**src/rtl/nmeachk_pkg.sv**
```systemverilog
package nmeachk_pkg;

   localparam int LINE_BUFFER_BYTES_DEFAULT = 96;
   localparam int MIN_REPORT_LEN = 6;

   localparam logic [7:0] CHAR_DOLLAR = 8'h24;
   localparam logic [7:0] CHAR_STAR   = 8'h2A;
   localparam logic [7:0] CHAR_NUL    = 8'h00;
   localparam logic [7:0] CHAR_LF     = 8'h0A;
   localparam logic [7:0] CHAR_CR     = 8'h0D;

   localparam logic [23:0] TYPE_GGA = {8'h41, 8'h47, 8'h47};
   localparam logic [23:0] TYPE_RMC = {8'h43, 8'h4D, 8'h52};

   localparam logic [1:0] STATUS_NO_DOLLAR = 2'd0;
   localparam logic [1:0] STATUS_NO_STAR   = 2'd1;
   localparam logic [1:0] STATUS_MISMATCH  = 2'd2;
   localparam logic [1:0] STATUS_VALID     = 2'd3;

   localparam logic [1:0] KIND_OTHER = 2'd0;
   localparam logic [1:0] KIND_GGA   = 2'd1;
   localparam logic [1:0] KIND_RMC   = 2'd2;

   localparam logic [4:0] HEX_NONE = 5'd16;

   typedef struct packed {
      logic [1:0] check_status;
      logic [1:0] sentence_kind;
      logic [7:0] computed_sum;
      logic [7:0] received_sum;
      logic [6:0] line_length;
   } result_type;

   // 0..15 for a hex digit, HEX_NONE otherwise
   function automatic logic [4:0] hex_value(input logic [7:0] c);
      logic [4:0] v;
      v = HEX_NONE;
      if (c >= 8'h30 && c <= 8'h39) begin
         v = 5'(c - 8'h30);
      end else if (c >= 8'h61 && c <= 8'h66) begin
         v = 5'(c - 8'h57);
      end else if (c >= 8'h41 && c <= 8'h46) begin
         v = 5'(c - 8'h37);
      end
      return v;
   endfunction

endpackage

```
**src/rtl/nmeachk_line.sv**
```systemverilog
module nmeachk_line #(
   parameter int LINE_BUFFER_BYTES = nmeachk_pkg::LINE_BUFFER_BYTES_DEFAULT
) (
   input  logic                   clock,
   input  logic                   reset,
   input  logic                   fire,
   input  logic [7:0]             rx_byte,
   output logic                   produce,
   output nmeachk_pkg::result_type result
);
   import nmeachk_pkg::*;

   localparam int CW = $clog2(LINE_BUFFER_BYTES);
   localparam logic [CW-1:0] MAX_CHARS = CW'(LINE_BUFFER_BYTES - 1);

   logic [CW-1:0] char_count_ff, char_count_in;
   logic          dollar_ff, dollar_in;
   logic [7:0]    xor_accum_ff, xor_accum_in;
   logic          star_seen_ff, star_seen_in;
   logic          text_ended_ff, text_ended_in;
   logic [7:0]    hex_accum_ff, hex_accum_in;
   logic          hex_stopped_ff, hex_stopped_in;
   logic [23:0]   type_chars_ff, type_chars_in;

   logic          is_term;
   logic [4:0]    hv;

   assign is_term = (rx_byte == CHAR_LF) || (rx_byte == CHAR_CR);
   assign hv      = hex_value(rx_byte);
   assign produce = fire && is_term && (char_count_ff > CW'(MIN_REPORT_LEN));

   always_comb begin
      priority if (!dollar_ff) begin
         result.check_status = STATUS_NO_DOLLAR;
      end else if (!star_seen_ff) begin
         result.check_status = STATUS_NO_STAR;
      end else if (xor_accum_ff != hex_accum_ff) begin
         result.check_status = STATUS_MISMATCH;
      end else begin
         result.check_status = STATUS_VALID;
      end
      priority if (type_chars_ff == TYPE_GGA) begin
         result.sentence_kind = KIND_GGA;
      end else if (type_chars_ff == TYPE_RMC) begin
         result.sentence_kind = KIND_RMC;
      end else begin
         result.sentence_kind = KIND_OTHER;
      end
      result.computed_sum = xor_accum_ff;
      result.received_sum = hex_accum_ff;
      result.line_length  = 7'(char_count_ff);
   end

   always_comb begin
      char_count_in  = char_count_ff;
      dollar_in      = dollar_ff;
      xor_accum_in   = xor_accum_ff;
      star_seen_in   = star_seen_ff;
      text_ended_in  = text_ended_ff;
      hex_accum_in   = hex_accum_ff;
      hex_stopped_in = hex_stopped_ff;
      type_chars_in  = type_chars_ff;
      if (fire) begin
         if (is_term) begin
            char_count_in  = '0;
            dollar_in      = 1'b0;
            xor_accum_in   = '0;
            star_seen_in   = 1'b0;
            text_ended_in  = 1'b0;
            hex_accum_in   = '0;
            hex_stopped_in = 1'b0;
            type_chars_in  = '0;
         end else if (char_count_ff < MAX_CHARS) begin
            if (char_count_ff == '0) begin
               dollar_in = (rx_byte == CHAR_DOLLAR);
            end else if (!star_seen_ff && !text_ended_ff) begin
               if (rx_byte == CHAR_NUL) begin
                  text_ended_in = 1'b1;
               end else if (rx_byte == CHAR_STAR) begin
                  star_seen_in = 1'b1;
               end else begin
                  xor_accum_in = xor_accum_ff ^ rx_byte;
               end
            end else if (star_seen_ff && !hex_stopped_ff) begin
               if (hv == HEX_NONE) begin
                  hex_stopped_in = 1'b1;
               end else begin
                  hex_accum_in = {hex_accum_ff[3:0], hv[3:0]};
               end
            end
            // capture the talker-stripped sentence type
            if (char_count_ff == CW'(3)) type_chars_in[7:0]   = rx_byte;
            if (char_count_ff == CW'(4)) type_chars_in[15:8]  = rx_byte;
            if (char_count_ff == CW'(5)) type_chars_in[23:16] = rx_byte;
            char_count_in = char_count_ff + 1'b1;
         end
      end
   end

   always_ff @(posedge clock) begin
      if (reset) begin
         char_count_ff  <= '0;
         dollar_ff      <= 1'b0;
         xor_accum_ff   <= '0;
         star_seen_ff   <= 1'b0;
         text_ended_ff  <= 1'b0;
         hex_accum_ff   <= '0;
         hex_stopped_ff <= 1'b0;
         type_chars_ff  <= '0;
      end else begin
         char_count_ff  <= char_count_in;
         dollar_ff      <= dollar_in;
         xor_accum_ff   <= xor_accum_in;
         star_seen_ff   <= star_seen_in;
         text_ended_ff  <= text_ended_in;
         hex_accum_ff   <= hex_accum_in;
         hex_stopped_ff <= hex_stopped_in;
         type_chars_ff  <= type_chars_in;
      end
   end

`ifndef NO_ASSERTIONS
   a_count_bound: assert property (@(posedge clock) disable iff (reset)
      char_count_ff <= MAX_CHARS)
      else $error("line count past buffer size");

   a_term_clears: assert property (@(posedge clock) disable iff (reset)
      fire && is_term |=> char_count_ff == '0 && !star_seen_ff && hex_accum_ff == '0)
      else $error("terminator did not clear line state");

   a_star_nul_excl: assert property (@(posedge clock) disable iff (reset)
      !(star_seen_ff && text_ended_ff))
      else $error("star and NUL both recorded");

   a_produce_len: assert property (@(posedge clock) disable iff (reset)
      produce |-> char_count_ff > CW'(MIN_REPORT_LEN))
      else $error("result from short line");
`endif

endmodule

```
**config.mk**
```make
export PLATFORM = sky130hd
export DESIGN_NAME = nmeachk_line
export DESIGN_NICKNAME = d
export VERILOG_FILES = /design/src/rtl/nmeachk_pkg.sv /design/src/rtl/nmeachk_line.sv
export SDC_FILE = /design/constraint.sdc
export NUM_CORES = 1
export LEC_CHECK = 0
export BUFFER_PORTS_ARGS = -buffer_cell sky130_fd_sc_hd__buf_2
export CAP_MARGIN = 20
export CELL_PAD_IN_SITES_DETAIL_PLACEMENT = 1
export CELL_PAD_IN_SITES_GLOBAL_PLACEMENT = 1
export CORE_UTILIZATION = 38
export CTS_CLUSTER_SIZE = 14
export DETAILED_ROUTE_END_ITERATION = 10
export PLACE_DENSITY_LB_ADDON = 0.1
export SKIP_CTS_REPAIR_TIMING = 1
export SLEW_MARGIN = 25
export SYNTH_ARGS = -nofsm -noshare
export SYNTH_HDL_FRONTEND = slang
export SYNTH_SLANG_ARGS = --single-unit
```
**constraint.sdc**
```tcl
create_clock -name clock -period 2.7 [get_ports clock]
set_input_delay 0 -clock clock [delete_from_list [all_inputs] [get_ports clock]]
set_output_delay 0 -clock clock [all_outputs]
set_load 0.01 [all_outputs]
```
==> reports/summary.txt <==
Status: completed
Drt drc: 0
Critical Path, Cell by Cell: inv_1 > ha_1 > nor2b_1 > a21oi_1 > o211ai_1 > or2_1 > a31o_1
Area growth, synth to finish: 14.9%
PwrDens: 519 nW/um2
Number of synthesized flops with an enable pin: 0
Fin. Hold Viols: 0
Reg clk slew, reported paths: 0.10 ns
GRT Total Usage: 21.8%
Critical Path End Type: register
Setup_tns: 0 ns
Initial core utilization: 39.2%
Worst hold slack: 0.0417 ns
Library cells used by synthesis: 49
Cells after synthesis: 308
Startpoint Class: register
Multi-input logic area: 1530 um2
Routed WL per cell: 17.2 um
Final GP Congestion: 0.804
Power Total: 1.59 mW
# IOs: 39
Vias in the first global route: 2317
Synth top area cells: dfxtp_1 (38%), nor2_1 (7.1%), a22oi_1 (5.9%)
Die width: 85.7 um
Worst hold path type: input port to register
Slowest CP cell: dfxtp_1
Initial drt markers: 132
Row cnt: 30
# nets final: 359
CTS HTree Levels: 2
Remaining Overflow, GRT: 0
Synth Register Bits: 51
Period utilization: 81.6%
Netlist Area Pre-Place: 2660 um2
Critical path peak fanout: 8
RSZ-0062 raised after global routing: no
Post-DP HPWL: 5.44 mm
Register area share after synthesis: 38.4%
Reg area: 1020 um2
Fin crit period: 2.20 ns
Critical path required time: 2.91 ns
Post-synthesis async set-or-reset flop share: 0%
Post-Route WL: 7.49 mm
Fillers: 829
Largest net degree at the start of global routing: 37
Port bufs: 38
Post-Syn Nets: 328
Routed Antenna Nets: 0
Die H: 85.7 um
Largest area contributor in the netlist: dfxtp_1
Setup CP Type: register to register
Leak: 1.22 nW
Share of the core filled with cells: 45.0%
Crit path buf inv count: 1
Slew margin rel.: 42.1%
Ant. Diodes: 0
Root buffer cell: clkbuf_8
Slew Limit Fails: 0
Top-count cell post-synth: dfxtp_1
Synth warn: 0
Post-Route Skew: 0.00374 ns
VDD IR max: 243 uV
Initial antenna violation count: 0
Maximum clock path buffer count: 2
Clk Latency, worst-skew pair: 0.31 ns
Via count: 2369
Pre-Repair DR Iteration Count: 5
Mean number of vias per cell: 5.43
Die ar.: 7340 um2
CORE AREA: 6790 um2
Main flop type after synthesis: dfxtp_1
Cell family with most CP delay: compound AO/OA/AOI/OAI gates
CTS Buf Count: 5
Syn Area/Cell: 8.64 um2
Area share of the largest cell type after synthesis: 38.4%
First-pass GRT wire length: 12.3 mm
Max-capacitance violation count: 0
Top cells by count, synth: dfxtp_1 (51), nor2_1 (50), a22oi_1 (21), clkbuf_1 (15), nand2_1 (15)
CTS tree: built
Clk sinks: 51
Max Clk Rate: 454 MHz
CP max stage delay: 0.45 ns
Arrival @ worst endpoint: 2.42 ns
Final setup violation count: 0
Share of cells above drive strength 1: 17.4%
Slew @ Worst Pin: 0.862 ns
where the power goes:
part,switching (mW),internal [mW],leakage (nW)
Clock,0.269,0.370,0.0644
Sequential,0.0151,0.766,0.412
Combinational,0.106,0.0621,0.745
Total,0.390,1.20,1.22
worst reg2reg max path: cells and delay by family (launching register included):
family | cells | cell delay [ns]
and+or+nand+nor | 2 | 0.57
buffers and inverters | 1 | 0.10
AOI/OAI and AO/OA | 3 | 0.79
DFF | 1 | 0.45
adders and majority gates | 1 | 0.20
layout make-up:
class / instances / area share, %
flip-flops and latches: 51 / 33.4
multi-input cells: 231 / 49.9
inverters: 7 / 0.860
well taps: 96 / 3.93
clock buffers: 5 / 2.25
clock inverters: 3 / 2.21
repair buffers: 43 / 7.45
flip-flops by register name, indices dropped and copies added, names as in the netlist:
name / flops
star_seen_ff: 1
char_count_ff: 7
hex_accum_ff: 8
dollar_ff: 1
type_chars_ff: 24
hex_stopped_ff: 1
xor_accum_ff: 8
text_ended_ff: 1
per-layer routing:
| layer | GRT usage [%] | part of all wire, % | wire length (um) |
|---|---|---|---|
| met1 | 31.0 | 49 | 3700 |
| met2 | 34.8 | 46 | 3460 |
| met3 | 3.18 | 3.8 | 285 |
| met4 | 5.45 | 0.61 | 46 |
| met5 | 0 | 0 | 0 |
path summary, 6_finish.rpt:
kind	cells past startpoint	start	slack (ns)	to
max	7	char_count_ff[1]$_SDFFE_PP0P_	0.50	hex_accum_ff[0]$_SDFFE_PP0P_
max reg2reg	7	char_count_ff[1]$_SDFFE_PP0P_	0.50	hex_accum_ff[0]$_SDFFE_PP0P_
min	3	rx_byte[5]	0.04	type_chars_ff[21]$_SDFFE_PP0P_
min reg2reg	2	dollar_ff$_SDFFE_PP0P_	0.47	dollar_ff$_SDFFE_PP0P_
layout by cell type (no fill, tap or decap), types with 2 or more instances in the layout:
cell / synthesis / layout
or3_1: 3 / 3
ha_1: 9 / 9
buf_4: 0 / 5
mux2i_1: 9 / 9
a21oi_1: 11 / 11
bufinv_16: 0 / 2
and2_1: 3 / 3
a22oi_1: 21 / 21
a31o_1: 3 / 3
nand4bb_1: 2 / 2
o211ai_1: 3 / 3
clkbuf_8: 0 / 5
dfxtp_1: 51 / 51
nand2_1: 15 / 15
o21ai_0: 5 / 5
xor2_1: 12 / 12
o21ai_1: 4 / 4
nor3_1: 4 / 4
nand2b_1: 9 / 9
nor4_1: 5 / 5
nand4b_1: 2 / 2
nand4_1: 11 / 11
nor2_1: 50 / 50
nor2b_1: 3 / 3
nor3b_1: 3 / 3
inv_1: 7 / 7
o21a_1: 3 / 3
buf_2: 2 / 38
nand3_1: 9 / 9
xnor2_1: 9 / 9
and3_1: 2 / 2
nor4b_1: 2 / 2
or4_1: 2 / 2
through the flow:
stage,cell area (um2),setup WS [ns],instances
finish,3060,0.498,436
detailed placement,2920,0.303,428
CTS,3060,0.488,436
global placement,2920,0.434,428
global route,3060,0.350,436
floorplan,2660,0.610,308
cell families after synthesis:
| kind of cell | after synthesis | share of synthesized area (%) |
|---|---|---|
| buffers and inverters | 26 | 4.33 |
| DFF | 51 | 38.4 |
| adders and majority gates | 9 | 4.23 |
| muxes | 9 | 3.39 |
| AOI/OAI and AO/OA | 59 | 16.2 |
| and+or+nand+nor | 133 | 26.6 |
| xor gates and xnor gates | 21 | 6.91 |
Note: power is estimated with default switching activity, not from simulation.
